==> src/rtl/pwm_period_prescaler_solver_top_macros.svh <==
// ----------------------------------------------------------------------------
// Assertion macros for the PWM period and prescaler solver
// Both macros expect i_clk and i_rst_n in the enclosing scope.
// ----------------------------------------------------------------------------
`ifndef PWM_PERIOD_PRESCALER_SOLVER_TOP_MACROS_SVH
`define PWM_PERIOD_PRESCALER_SOLVER_TOP_MACROS_SVH

// consequent holds in the same cycle as the antecedent
`define PPS_ASSERT_SAME(lbl, ante, cons, msg) \
    lbl: assert property (@(posedge i_clk) disable iff (!i_rst_n) (ante) |-> (cons)) \
        else $error(msg);

// consequent holds in the cycle after the antecedent
`define PPS_ASSERT_NEXT(lbl, ante, cons, msg) \
    lbl: assert property (@(posedge i_clk) disable iff (!i_rst_n) (ante) |=> (cons)) \
        else $error(msg);

`endif

==> src/rtl/pps_pkg.sv <==
// ----------------------------------------------------------------------------
// pps_pkg
// Types, constants and helpers shared by the PWM period and prescaler solver.
// ----------------------------------------------------------------------------
package pps_pkg;

    localparam int MAX_COUNT  = 65536;
    localparam int CNT_W      = $clog2(MAX_COUNT + 1);
    localparam int DIV_W      = 32;
    localparam int PROD_W     = 8 + CNT_W;
    localparam int NUM_DIV    = 5;
    localparam int SHIFT_W    = 3;
    localparam int STEP_W     = $clog2(DIV_W);

    localparam logic [SHIFT_W-1:0] LAST_SHIFT = SHIFT_W'(NUM_DIV - 1);
    localparam logic [DIV_W-1:0]   SKIP_LIM   = DIV_W'(MAX_COUNT * 256);
    localparam logic [DIV_W-1:0]   CEIL_ADD   = DIV_W'(MAX_COUNT - 1);
    localparam logic [DIV_W-1:0]   MAX_CNT_W  = DIV_W'(MAX_COUNT);
    localparam logic [DIV_W-1:0]   DUTY_FULL  = DIV_W'(255);
    localparam logic [7:0]         P_MIN      = 8'd2;
    localparam logic [7:0]         P_SLOW     = 8'd255;
    localparam logic [31:0]        SRC_CLK_RST = 32'd12000000;

    // register index
    localparam logic REG_SRC_CLK = 1'b0;

    // status codes
    localparam logic [1:0] ST_OK   = 2'd0;
    localparam logic [1:0] ST_ZERO = 2'd1;
    localparam logic [1:0] ST_FAST = 2'd2;
    localparam logic [1:0] ST_SLOW = 2'd3;

    // divider codes
    localparam logic [2:0] DIVC_1  = 3'd4;
    localparam logic [2:0] DIVC_2  = 3'd0;
    localparam logic [2:0] DIVC_4  = 3'd1;
    localparam logic [2:0] DIVC_8  = 3'd2;
    localparam logic [2:0] DIVC_16 = 3'd3;

    typedef enum logic [3:0] {
        S_IDLE,
        S_START0,
        S_DIV0,
        S_TRY,
        S_CEIL,
        S_CNT,
        S_SLOW,
        S_MUL,
        S_ACH_GO,
        S_ACH,
        S_CMP,
        S_OUT
    } t_state;

    typedef struct packed {
        logic             start;
        logic [DIV_W-1:0] dividend;
        logic [DIV_W-1:0] divisor;
    } t_div_req;

    typedef struct packed {
        logic busy;
        logic done;
    } t_div_sts;

    function automatic logic [2:0] div_code(input logic [SHIFT_W-1:0] shift);
        logic [2:0] code;
        case (shift)
            3'd0:    code = DIVC_1;
            3'd1:    code = DIVC_2;
            3'd2:    code = DIVC_4;
            3'd3:    code = DIVC_8;
            default: code = DIVC_16;
        endcase
        return code;
    endfunction

endpackage

==> src/rtl/pwm_period_prescaler_solver_top.sv <==
// ----------------------------------------------------------------------------
// pwm_period_prescaler_solver_top
// Solves PWM prescaler, clock divider, period and compare for one request.
// ----------------------------------------------------------------------------
//  Channel   Direction  Handshake              Content
//  s_axis    in         tvalid/tready          target_hz, duty_level, channel
//  m_axis    out        tvalid/tready          register fields, achieved_hz
//  apb       in         psel/penable/pwrite    source_clock_hz at address 0
//
//  Every division runs on one shared bit-serial divider. A request needs
//  1 + 2k + 2 divisions (k = 0, 1 or 2 dividers solved), with a check of
//  each divider tried; a zero target needs no division.
//  One request is in work at a time; the next is taken once a result is
//  parked in the output register, which holds it while m_axis_tready is low.
//  Reset is synchronous and active low; source clock resets to 12 MHz.
// ----------------------------------------------------------------------------
module pwm_period_prescaler_solver_top import pps_pkg::*; (
    input  logic        i_clk,
    input  logic        i_rst_n,
    // s_axis_tdata: target_hz[31:0], duty_level[39:32], channel[41:40], zero pad
    input  logic        s_axis_tvalid,
    output logic        s_axis_tready,
    input  logic [47:0] s_axis_tdata,
    // m_axis_tdata: prescale_field[7:0], divider_code[10:8], period_field[26:11],
    //   compare_field[42:27], achieved_hz[74:43], channel_out[76:75],
    //   status[78:77], zero pad
    output logic        m_axis_tvalid,
    input  logic        m_axis_tready,
    output logic [79:0] m_axis_tdata,
    input  logic        psel,
    input  logic        penable,
    input  logic        pwrite,
    input  logic [2:0]  paddr,
    input  logic [31:0] pwdata,
    output logic [31:0] prdata,
    output logic        pready
);

    t_state r_state, n_state;

    logic [31:0]        r_src_clk;
    logic [31:0]        r_target;
    logic [7:0]         r_duty;
    logic [1:0]         r_chan;
    logic [DIV_W-1:0]   r_q0;
    logic [DIV_W-1:0]   r_q;
    logic [SHIFT_W-1:0] r_shift;
    logic [7:0]         r_p;
    logic [CNT_W-1:0]   r_count;
    logic [1:0]         r_status;
    logic               r_zero;
    logic [PROD_W-1:0]  r_prod;
    logic [PROD_W-1:0]  r_dprod;
    logic [31:0]        r_ach;
    logic [15:0]        r_cmp;
    logic               r_out_valid;
    logic [79:0]        r_out_data;

    t_div_req         div_req;
    t_div_sts         div_sts;
    logic [DIV_W-1:0] div_quo;

    logic [DIV_W-1:0] w_q;
    logic             w_skip;
    logic [7:0]       w_pp;
    logic             w_fits;
    logic             w_out_free;
    logic             w_in_acc;
    logic [79:0]      w_result;
    logic             w_div_wait;
    logic             w_out_ok;

    pps_div u_div (
        .i_clk      (i_clk),
        .i_rst_n    (i_rst_n),
        .i_req      (div_req),
        .o_sts      (div_sts),
        .o_quotient (div_quo)
    );

    assign w_q        = r_q0 >> r_shift;
    assign w_skip     = w_q > SKIP_LIM;
    // a ceiling above 255 is raised to the minimum like the small ones
    assign w_pp       = (div_quo < DIV_W'(3) || div_quo > DIV_W'(255)) ? P_MIN : div_quo[7:0];
    assign w_fits     = div_quo <= MAX_CNT_W;
    assign w_out_free = !r_out_valid || m_axis_tready;
    assign w_in_acc   = s_axis_tvalid && s_axis_tready;
    assign w_div_wait = (r_state == S_DIV0) || (r_state == S_CEIL) || (r_state == S_CNT)
                        || (r_state == S_ACH) || (r_state == S_CMP);
    assign w_out_ok   = (r_state == S_OUT) && !r_zero && (r_status == ST_OK);

    // configuration port
    assign pready = 1'b1;
    assign prdata = (paddr[2] == REG_SRC_CLK) ? r_src_clk : 32'd0;

    always_ff @(posedge i_clk) begin
        if (!i_rst_n) begin
            r_src_clk <= SRC_CLK_RST;
        end else if (psel && penable && pwrite && pready && paddr[2] == REG_SRC_CLK) begin
            r_src_clk <= pwdata;
        end
    end

    // next state
    always_comb begin
        n_state = r_state;
        case (r_state)
            S_IDLE:   if (w_in_acc) n_state = S_START0;
            S_START0: n_state = (r_target == 32'd0) ? S_OUT : S_DIV0;
            S_DIV0:   if (div_sts.done) n_state = S_TRY;
            S_TRY: begin
                if (!w_skip)                    n_state = S_CEIL;
                else if (r_shift == LAST_SHIFT) n_state = S_SLOW;
            end
            S_CEIL:   if (div_sts.done) n_state = S_CNT;
            S_CNT: begin
                if (div_sts.done) begin
                    if (w_fits)                     n_state = S_MUL;
                    else if (r_shift == LAST_SHIFT) n_state = S_SLOW;
                    else                            n_state = S_TRY;
                end
            end
            S_SLOW:   n_state = S_MUL;
            S_MUL:    n_state = S_ACH_GO;
            S_ACH_GO: n_state = S_ACH;
            S_ACH:    if (div_sts.done) n_state = S_CMP;
            S_CMP:    if (div_sts.done) n_state = S_OUT;
            S_OUT:    if (w_out_free) n_state = S_IDLE;
            default:  n_state = S_IDLE;
        endcase
    end

    // outputs: handshake and divider requests
    always_comb begin
        s_axis_tready    = 1'b0;
        div_req.start    = 1'b0;
        div_req.dividend = '0;
        div_req.divisor  = '0;
        case (r_state)
            // hold off requests while in reset
            S_IDLE: s_axis_tready = i_rst_n;
            S_START0: begin
                div_req.start    = (r_target != 32'd0);
                div_req.dividend = r_src_clk;
                div_req.divisor  = r_target;
            end
            S_TRY: begin
                div_req.start    = !w_skip;
                div_req.dividend = w_q + CEIL_ADD;
                div_req.divisor  = MAX_CNT_W;
            end
            S_CEIL: begin
                div_req.start    = div_sts.done;
                div_req.dividend = r_q;
                div_req.divisor  = {{(DIV_W-8){1'b0}}, w_pp};
            end
            S_ACH_GO: begin
                div_req.start    = 1'b1;
                div_req.dividend = r_src_clk;
                div_req.divisor  = DIV_W'(r_prod) << r_shift;
            end
            S_ACH: begin
                div_req.start    = div_sts.done;
                div_req.dividend = DIV_W'(r_dprod);
                div_req.divisor  = DUTY_FULL;
            end
            default: ;
        endcase
    end

    // datapath
    always_ff @(posedge i_clk) begin
        if (!i_rst_n) begin
            r_state <= S_IDLE;
        end else begin
            r_state <= n_state;
        end
        case (r_state)
            S_IDLE: begin
                if (w_in_acc) begin
                    r_target <= s_axis_tdata[31:0];
                    r_duty   <= s_axis_tdata[39:32];
                    r_chan   <= s_axis_tdata[41:40];
                end
            end
            S_START0: r_zero <= (r_target == 32'd0);
            S_DIV0: begin
                if (div_sts.done) begin
                    r_q0    <= div_quo;
                    r_shift <= '0;
                end
            end
            S_TRY: begin
                r_q <= w_q;
                if (w_skip && r_shift != LAST_SHIFT) r_shift <= r_shift + 1'b1;
            end
            S_CEIL: if (div_sts.done) r_p <= w_pp;
            S_CNT: begin
                if (div_sts.done) begin
                    if (w_fits) begin
                        // hold a count of 0 or 1 at 1 and flag it
                        if (div_quo <= DIV_W'(1)) begin
                            r_count  <= CNT_W'(1);
                            r_status <= ST_FAST;
                        end else begin
                            r_count  <= div_quo[CNT_W-1:0];
                            r_status <= ST_OK;
                        end
                    end else if (r_shift != LAST_SHIFT) begin
                        r_shift <= r_shift + 1'b1;
                    end
                end
            end
            S_SLOW: begin
                r_p      <= P_SLOW;
                r_shift  <= LAST_SHIFT;
                r_count  <= CNT_W'(MAX_COUNT);
                r_status <= ST_SLOW;
            end
            S_MUL: begin
                r_prod  <= PROD_W'(r_p * r_count);
                r_dprod <= PROD_W'(r_duty * r_count);
            end
            S_ACH: if (div_sts.done) r_ach <= div_quo;
            S_CMP: begin
                if (div_sts.done) begin
                    r_cmp <= (div_quo == '0) ? 16'd0 : 16'(div_quo - 1'b1);
                end
            end
            default: ;
        endcase
    end

    always_comb begin
        w_result = '0;
        if (r_zero) begin
            w_result[76:75] = r_chan;
            w_result[78:77] = ST_ZERO;
        end else begin
            w_result[7:0]   = r_p - 8'd1;
            w_result[10:8]  = div_code(r_shift);
            w_result[26:11] = 16'(r_count - CNT_W'(1));
            w_result[42:27] = r_cmp;
            w_result[74:43] = r_ach;
            w_result[76:75] = r_chan;
            w_result[78:77] = r_status;
        end
    end

    // output register: park the result until taken
    always_ff @(posedge i_clk) begin
        if (!i_rst_n) begin
            r_out_valid <= 1'b0;
        end else if (r_state == S_OUT && w_out_free) begin
            r_out_valid <= 1'b1;
        end else if (m_axis_tready) begin
            r_out_valid <= 1'b0;
        end
        if (r_state == S_OUT && w_out_free) begin
            r_out_data <= w_result;
        end
    end

    assign m_axis_tvalid = r_out_valid;
    assign m_axis_tdata  = r_out_data;

`include "pwm_period_prescaler_solver_top_macros.svh"

    `PPS_ASSERT_NEXT(a_accept_starts, w_in_acc, r_state == S_START0, "request not started")
    `PPS_ASSERT_SAME(a_done_in_wait, div_sts.done, w_div_wait, "divider result outside a wait state")
    `PPS_ASSERT_SAME(a_start_idle, div_req.start, !div_sts.busy, "divider started while busy")
    `PPS_ASSERT_NEXT(a_result_parked, r_state == S_OUT && w_out_free, m_axis_tvalid, "result not parked")
    `PPS_ASSERT_SAME(a_ok_count, w_out_ok, r_count > CNT_W'(1), "ok status with short count")

endmodule

==> src/rtl/pps_div.sv <==
// ----------------------------------------------------------------------------
// pps_div
// Restoring unsigned divider, one quotient bit per cycle.
// ----------------------------------------------------------------------------
module pps_div import pps_pkg::*; (
    input  logic             i_clk,
    input  logic             i_rst_n,
    input  t_div_req         i_req,
    output t_div_sts         o_sts,
    output logic [DIV_W-1:0] o_quotient
);

    logic [DIV_W-1:0]  r_rem;
    logic [DIV_W-1:0]  r_quo;
    logic [DIV_W-1:0]  r_dvs;
    logic [STEP_W-1:0] r_step;
    logic              r_busy;
    logic              r_done;

    logic [DIV_W:0]    w_shifted;
    logic [DIV_W:0]    w_trial;
    logic              w_ge;

    assign w_shifted = {r_rem, r_quo[DIV_W-1]};
    assign w_trial   = w_shifted - {1'b0, r_dvs};
    assign w_ge      = !w_trial[DIV_W];

    always_ff @(posedge i_clk) begin
        if (!i_rst_n) begin
            r_busy <= 1'b0;
            r_done <= 1'b0;
            r_step <= '0;
        end else begin
            r_done <= 1'b0;
            if (r_busy) begin
                r_rem  <= w_ge ? w_trial[DIV_W-1:0] : w_shifted[DIV_W-1:0];
                r_quo  <= {r_quo[DIV_W-2:0], w_ge};
                r_step <= r_step + 1'b1;
                if (r_step == STEP_W'(DIV_W - 1)) begin
                    r_busy <= 1'b0;
                    r_done <= 1'b1;
                end
            end else if (i_req.start) begin
                r_rem  <= '0;
                r_quo  <= i_req.dividend;
                r_dvs  <= i_req.divisor;
                r_step <= '0;
                r_busy <= 1'b1;
            end
        end
    end

    assign o_sts.busy = r_busy;
    assign o_sts.done = r_done;
    assign o_quotient = r_quo;

endmodule

==> config.mk <==
export PLATFORM = sky130hd
export DESIGN_NAME = pwm_period_prescaler_solver_top
export DESIGN_NICKNAME = d
export VERILOG_FILES = /design/src/rtl/pps_pkg.sv /design/src/rtl/pwm_period_prescaler_solver_top.sv /design/src/rtl/pps_div.sv
export VERILOG_INCLUDE_DIRS = /design/src /design/src/rtl
export SDC_FILE = /design/constraint.sdc
export NUM_CORES = 1
export LEC_CHECK = 0
export ABC_AREA = 1
export BUFFER_PORTS_ARGS = -buffer_cell sky130_fd_sc_hd__buf_2
export CAP_MARGIN = 0
export CORE_MARGIN = 2
export CORE_UTILIZATION = 60
export CTS_BUF_LIST = sky130_fd_sc_hd__clkbuf_4 sky130_fd_sc_hd__clkbuf_8
export CTS_CLUSTER_DIAMETER = 30
export DETAILED_ROUTE_END_ITERATION = 12
export PLACE_DENSITY = 0.79
export SYNTH_ARGS = -nofsm -noshare
export SYNTH_HDL_FRONTEND = slang
export SYNTH_SLANG_ARGS = --single-unit
==> constraint.sdc <==
create_clock -name i_clk -period 7.8 [get_ports i_clk]
set_input_delay 1.95 -clock i_clk [delete_from_list [all_inputs] [get_ports i_clk]]
set_output_delay 1.95 -clock i_clk [all_outputs]
set_load 0.01 [all_outputs]
# [Yosys cells after proc, flatten, opt, wreduce, memory -nomap -nowiden]
# Cells that the tools add are included.
[op_classes] n_reduce_logical=32 multipliers=2 magnitude_cmp=5 shifts=2 addsub=7 eq_ne=29 muxes=47 bitwise=2
[ops] op="case mux 65 bit (5 select lines)" count=1
[ops] op="2-to-1 mux 32 bit" count=6
[ops] op="zero test 32 bit" count=2
[ops] op="2-to-1 mux 17 bit" count=3
[ops] op="multiplier 8 x 17 -> 25 bit" count=2
[ops] op="case mux 4 bit (12 select lines)" count=1
[ops] op="2-to-1 mux 4 bit" count=10
[ops] op="case mux 17 bit (2 select lines)" count=1
[ops] op="subtractor 33 x 32 -> 33 bit" count=1
[ops] op="adder 32 x 16 -> 32 bit, second input constant" count=1
[ops] op="greater-than comparator 32 x 25 -> 1 bit, second input constant" count=1
[ops] op="greater-than comparator 32 x 8 -> 1 bit, second input constant" count=1
[ops] op="<= comparator 32 x 1 -> 1 bit, second input constant" count=1
[ops] op="<= comparator 32 x 17 -> 1 bit, second input constant" count=1
[ops] op="< comparator 32 x 2 -> 1 bit, second input constant" count=1
[ops] op="nonzero test 32 bit" count=1
[ops] op="left shift 25 x 3 -> 32 bit" count=1
[ops] op="right shift 32 x 3 -> 32 bit" count=1
[ops] op="subtractor 16 x 1 -> 16 bit, second input constant" count=2
[ops] op="case mux 3 bit (4 select lines)" count=2
[ops] op="2-to-1 mux 3 bit" count=7
[ops] op="equality test 4 x 3 -> 1 bit, second input constant" count=4
[ops] op="equality test 4 bit, second input constant" count=4
[ops] op="2-to-1 mux 8 bit" count=2
[ops] op="29 further kinds" count=69
[word_totals] elab_cells=151 reg_bits=454

# [Depth between registers and ports, before layout]
[depth] word_depth=6 depth_mapped=24 mapped_depth_nobuf=22

# [By module]
# Synthesis repeated with hierarchy kept, for this count alone.
[hier_totals] hier_cells=4015 hier_area_um2=32922.8
[modules_own_cells] module="pwm_period_prescaler_solver_top" n_inst=1 area_per_inst_um2=25991.2 cells_per_inst=3061 seq_area_each_um2=10169.8
[modules_own_cells] module="pps_div" n_inst=1 area_per_inst_um2=6931.6 cells_per_inst=954 seq_area_each_um2=3022.9

# [Least setup slack after synthesis]
# OpenSTA, ideal clock, no wires.
[synth_timing] kind="input to register" startpoint="in m_axis_tready" endpoint="reg r_out_data[0], in the netlist m_axis_tdata[0] (enable)" t_arrival_ns=5.283 cell_stages=2 setup_slack_ns=2.000 path_buffers=0 path_cell_list="nor2_1 -> nor2_1"
[synth_via] elab_chain_cells=2
[synth_rtl] item="from (decl)" line_no="pwm_period_prescaler_solver_top.sv:28" source="input logic m_axis_tready,"
[synth_rtl] item="logical OR 1 bit" line_no="pwm_period_prescaler_solver_top.sv:86" source="assign w_out_free = !r_out_valid || m_axis_tready;"
[synth_rtl] item="logical AND 1 bit" line_no="pwm_period_prescaler_solver_top.sv:259" source="if (r_state == S_OUT && w_out_free) begin"
[synth_rtl] item="to (signal assigned)" line_no="pwm_period_prescaler_solver_top.sv:260" source="r_out_data <= w_result;"
[synth_rtl] item="to (decl)" line_no="pwm_period_prescaler_solver_top.sv:57" source="logic [79:0] r_out_data;"
# No other way between the ends.
# A chain may end at the register's enable or synchronous reset.

# [Worst setup path in the final report]
[layout_timing] startpoint="reg r_p[7]" endpoint="reg r_prod[17] (data pin)"
[layout_via] elab_chain_cells=1
[layout_rtl] item="from (decl)" line_no="pwm_period_prescaler_solver_top.sv:48" source="logic [7:0] r_p;"
[layout_rtl] item="from (signal assigned)" line_no="pwm_period_prescaler_solver_top.sv:197" source="S_CEIL: if (div_sts.done) r_p <= w_pp;"
[layout_rtl] item="multiplier 8 x 17 -> 25 bit" line_no="pwm_period_prescaler_solver_top.sv:221" source="r_prod <= PROD_W'(r_p * r_count);"
[layout_rtl] item="to (signal assigned)" line_no="pwm_period_prescaler_solver_top.sv:221"
[layout_rtl] item="to (decl)" line_no="pwm_period_prescaler_solver_top.sv:52" source="logic [PROD_W-1:0] r_prod;"
# No other way between the ends.

==> flow_summary.ini <==
[clocking]
clk_path_buf_depth = 3
cts_buffers = 97
cts_setup_buffers = 0
post_cts_resized = 0
postCtsHoldBufs = 0
cts_tree = built
htree_num_levels = 3
clk_pin_slew_worst_paths_ns = 0.06
clkLatencyLatePin_ns = 0.70
cts-root-buf = clkbuf_8
cts.sinks = 454

[timing]
hold_viol = 0
final_max_slew_viol_count = 0
relSlewSlack_pct = 6.54
worst_slack_ns = 2.34
max_freq_ghz = 0.183
fin_tns_setup_ns = 0
grt_setup_unrepaired = false
timing.final.crit_share_pct = 70.0
setup_viol = 0
fin_skew_ns = 0.0380
worstMarginPinSlew_ns = 1.39
min_period_ns = 5.46

[synthesis]
synth_simple_gate_area_share_pct = 21.6
synth_top_area_share_pct = 37.9
synth.ff_latch_count = 454
yosysMostFrequentCell = nand2_1
synth_top_family_by_area = simple AND/OR/NAND/NOR gates
syn_area_mm2 = 0.0325
synth_mux_area_share_pct = 1.08
yosysWarningCount = 0
synth_common_cells = nand2_1, inv_1, edfxtp_1
synthesis.instances = 3855
synthAdderAreaFrac_pct = 16.3
ys_top_cells_by_area = edfxtp_1, fa_1, nand2_1
synth_edf_count = 410
postSynthAreaPerCell_um2 = 8.43
synth.distinct_cells = 59
async_flop_share_pct = 0
synth_area_leader_cell = edfxtp_1
synth_xor_area_share_pct = 2.07
synth_nets = 4261
synth_compound_area_share_pct = 7.55
synth-seq-area-share_pct = 40.6
synth_top_flop_cell = edfxtp_1

[final_layout]
fillers = 4241
area_delta_synth_final_pct = 11.8
drive_gt1_share_pct = 13.1
nets = 4426

[critical_path]
cp_slowest_cell = edfxtp_1
crit_chain = nand2_1, fa_1, fa_1, inv_1, fa_1, inv_1, fa_1, inv_1, ha_1, nand2_1, o21ai_0, nor2_1, o21ai_0, a21boi_0, o21ai_0, nand3_1, nand2_1, xor2_1
worstPathRequired_ns = 8.23
start_kind = flip-flop
r2r_slack_ns = 2.34
cp_slowest_stage_delay_ns = 0.94
end_kind = flip-flop
path_buf_inv = 3
worst-endpoint-arrival_ns = 5.89
path_class = reg2reg
crit_top_cell = fa_1
cp_max_fo = 18
cpLargestDelayFamily = adder cells

[route]
drt_iter0_markers = 2198
vias_per_cell = 5.43
drtAntennaViolNets = 0
drc = 0
wirelength_um = 81000
detail_route.wl_per_cell_um = 16.9
drtPass1Iterations = 8
vias = 26100

[die]
die_x_um = 237
design.die.area_mm2 = 0.0561
core-area_mm2 = 0.0537
io_pins = 205
rows = 85
die_h_um = 237
start_util_pct = 60.5

[pwr]
p_leak_uw = 0.0178
p_total_uw = 15500
power_density_mw_per_mm2 = 425
ir_drop_mv = 0.399

[worst_hold_path]
hold_path_class = reg2reg

[flow_run]
max-cap-violations = 0

[global_routing]
grtUsageMet2_pct = 45.2
first_global_vias = 25100
grt_overflow = 0
grtUsageMet1_pct = 42.1
top_usage_layer = met2
gr-usage-met3_pct = 5.14
antenna_found_initial = 2
grt_util_all_layers_pct = 29.4
grt_pass1_wl_um = 130000
grt_max_degree = 68

[place]
place.gp.congestion = 0.937
portBuffers = 194
dpl.hpwl_um = 59600
place_ws_ns = 2.40

[outcome]
status = complete, no violations
[logic make-up (layout without fill, tap and decap cells)]
group,after synthesis,in the layout
compound gates,413,413
flops,454,454
other cells,2,4
mux,35,35
fa+ha+maj,316,316
simple gates,1658,1658
buf+inv,900,1148
xor+xnor,77,77
[layer usage]
layer,up-vias,part of all wire [%]
met2,1156,44
met3,151,9.1
met1,12200,44
met5,-,0
li1,12600,-
met4,0,2.8
[registers in the layout, indices dropped and copies added, names as in the netlist, 2 cells and up]
register          cells
r_state               4
r_duty                8
u_div.o_quotient     32
r_src_clk            32
r_ach                32
r_dprod              25
r_q                  32
r_status              2
r_shift               3
r_cmp                16
u_div.r_rem          32
r_prod               25
r_chan                2
r_q0                 32
r_count              17
r_target             32
m_axis_tdata         79
u_div.r_step          5
u_div.r_dvs          32
r_p                   8
[worst reg2reg max path, stage by stage (launching register included)]
cell and delay, ns:
edfxtp_1 0.94, nand2_1 0.18, fa_1 0.55, fa_1 0.54, inv_1 0.05, fa_1 0.53
inv_1 0.06, fa_1 0.53, inv_1 0.04, ha_1 0.34, nand2_1 0.09, o21ai_0 0.17
nor2_1 0.09, o21ai_0 0.33, a21boi_0 0.21, o21ai_0 0.29, nand3_1 0.11, nand2_1 0.09
xor2_1 0.06
[worst paths after layout]
check | startpoint | endpoint | cells past startpoint
setup / recovery | r_p[7]$_SDFFCE_PP1P_ | r_prod[17]$_DFFE_PN_ | 18
hold / removal | r_chan[1]$_DFFE_PP_ | m_axis_tdata[76]$_DFFE_PP_ | 0
setup reg to reg | r_p[7]$_SDFFCE_PP1P_ | r_prod[17]$_DFFE_PN_ | 18
hold reg to reg | r_chan[1]$_DFFE_PP_ | m_axis_tdata[76]$_DFFE_PP_ | 0
[report_power, final]
group	leakage [uW]	total (uW)	internal, uW	switching, uW
combinational	0.0124	8510	3080	5430
clock	0.00121	3160	1970	1190
sequential	0.00411	3790	3490	299
total	0.0178	15500	8530	6920
[metrics by stage]
| step | hold slack (ns) | std cells | utilization [%] | cell area [um2] |
|---|---|---|---|---|
| floorplan | 0.400 | 3855 | - | 32500 |
| global placement | 0.401 | 4617 | 63.1 | 33900 |
| detailed placement | 0.415 | 4617 | 63.1 | 33900 |
| CTS | 0.429 | 4799 | 67.6 | 36300 |
| global route | 0.435 | 4801 | 67.7 | 36300 |
| finish | 0.426 | 4801 | 67.7 | 36300 |
[final cells by class]
type	instances	area (um2)	area share, %
Sequential cell	454	13200	36.3
Multi-Input combinational cell	2501	15900	43.6
Clock buffer	113	1480	4.07
Clock inverter	69	942	2.59
Antenna cell	2	5.00	0.0138
Inverter	743	2800	7.70
Timing Repair Buffer	223	1190	3.27
Tap cell	696	871	2.40
[placed cells by master, fill, tap and decap left out, drive strengths merged, types with 14 or more instances in the layout]
master  count
xnor2      26
mux2i      35
inv       747
o21ai     150
buf       223
fa        181
a221oi     18
or2        14
o211ai     21
bufinv     20
dfxtp      44
a21oi     150
edfxtp    410
clkinv     36
nand3     197
nor2      389
nand4      31
nand2     988
nor3       22
ha        135
clkbuf    113
xor2       51
Power figures use the tool's default switching activity.
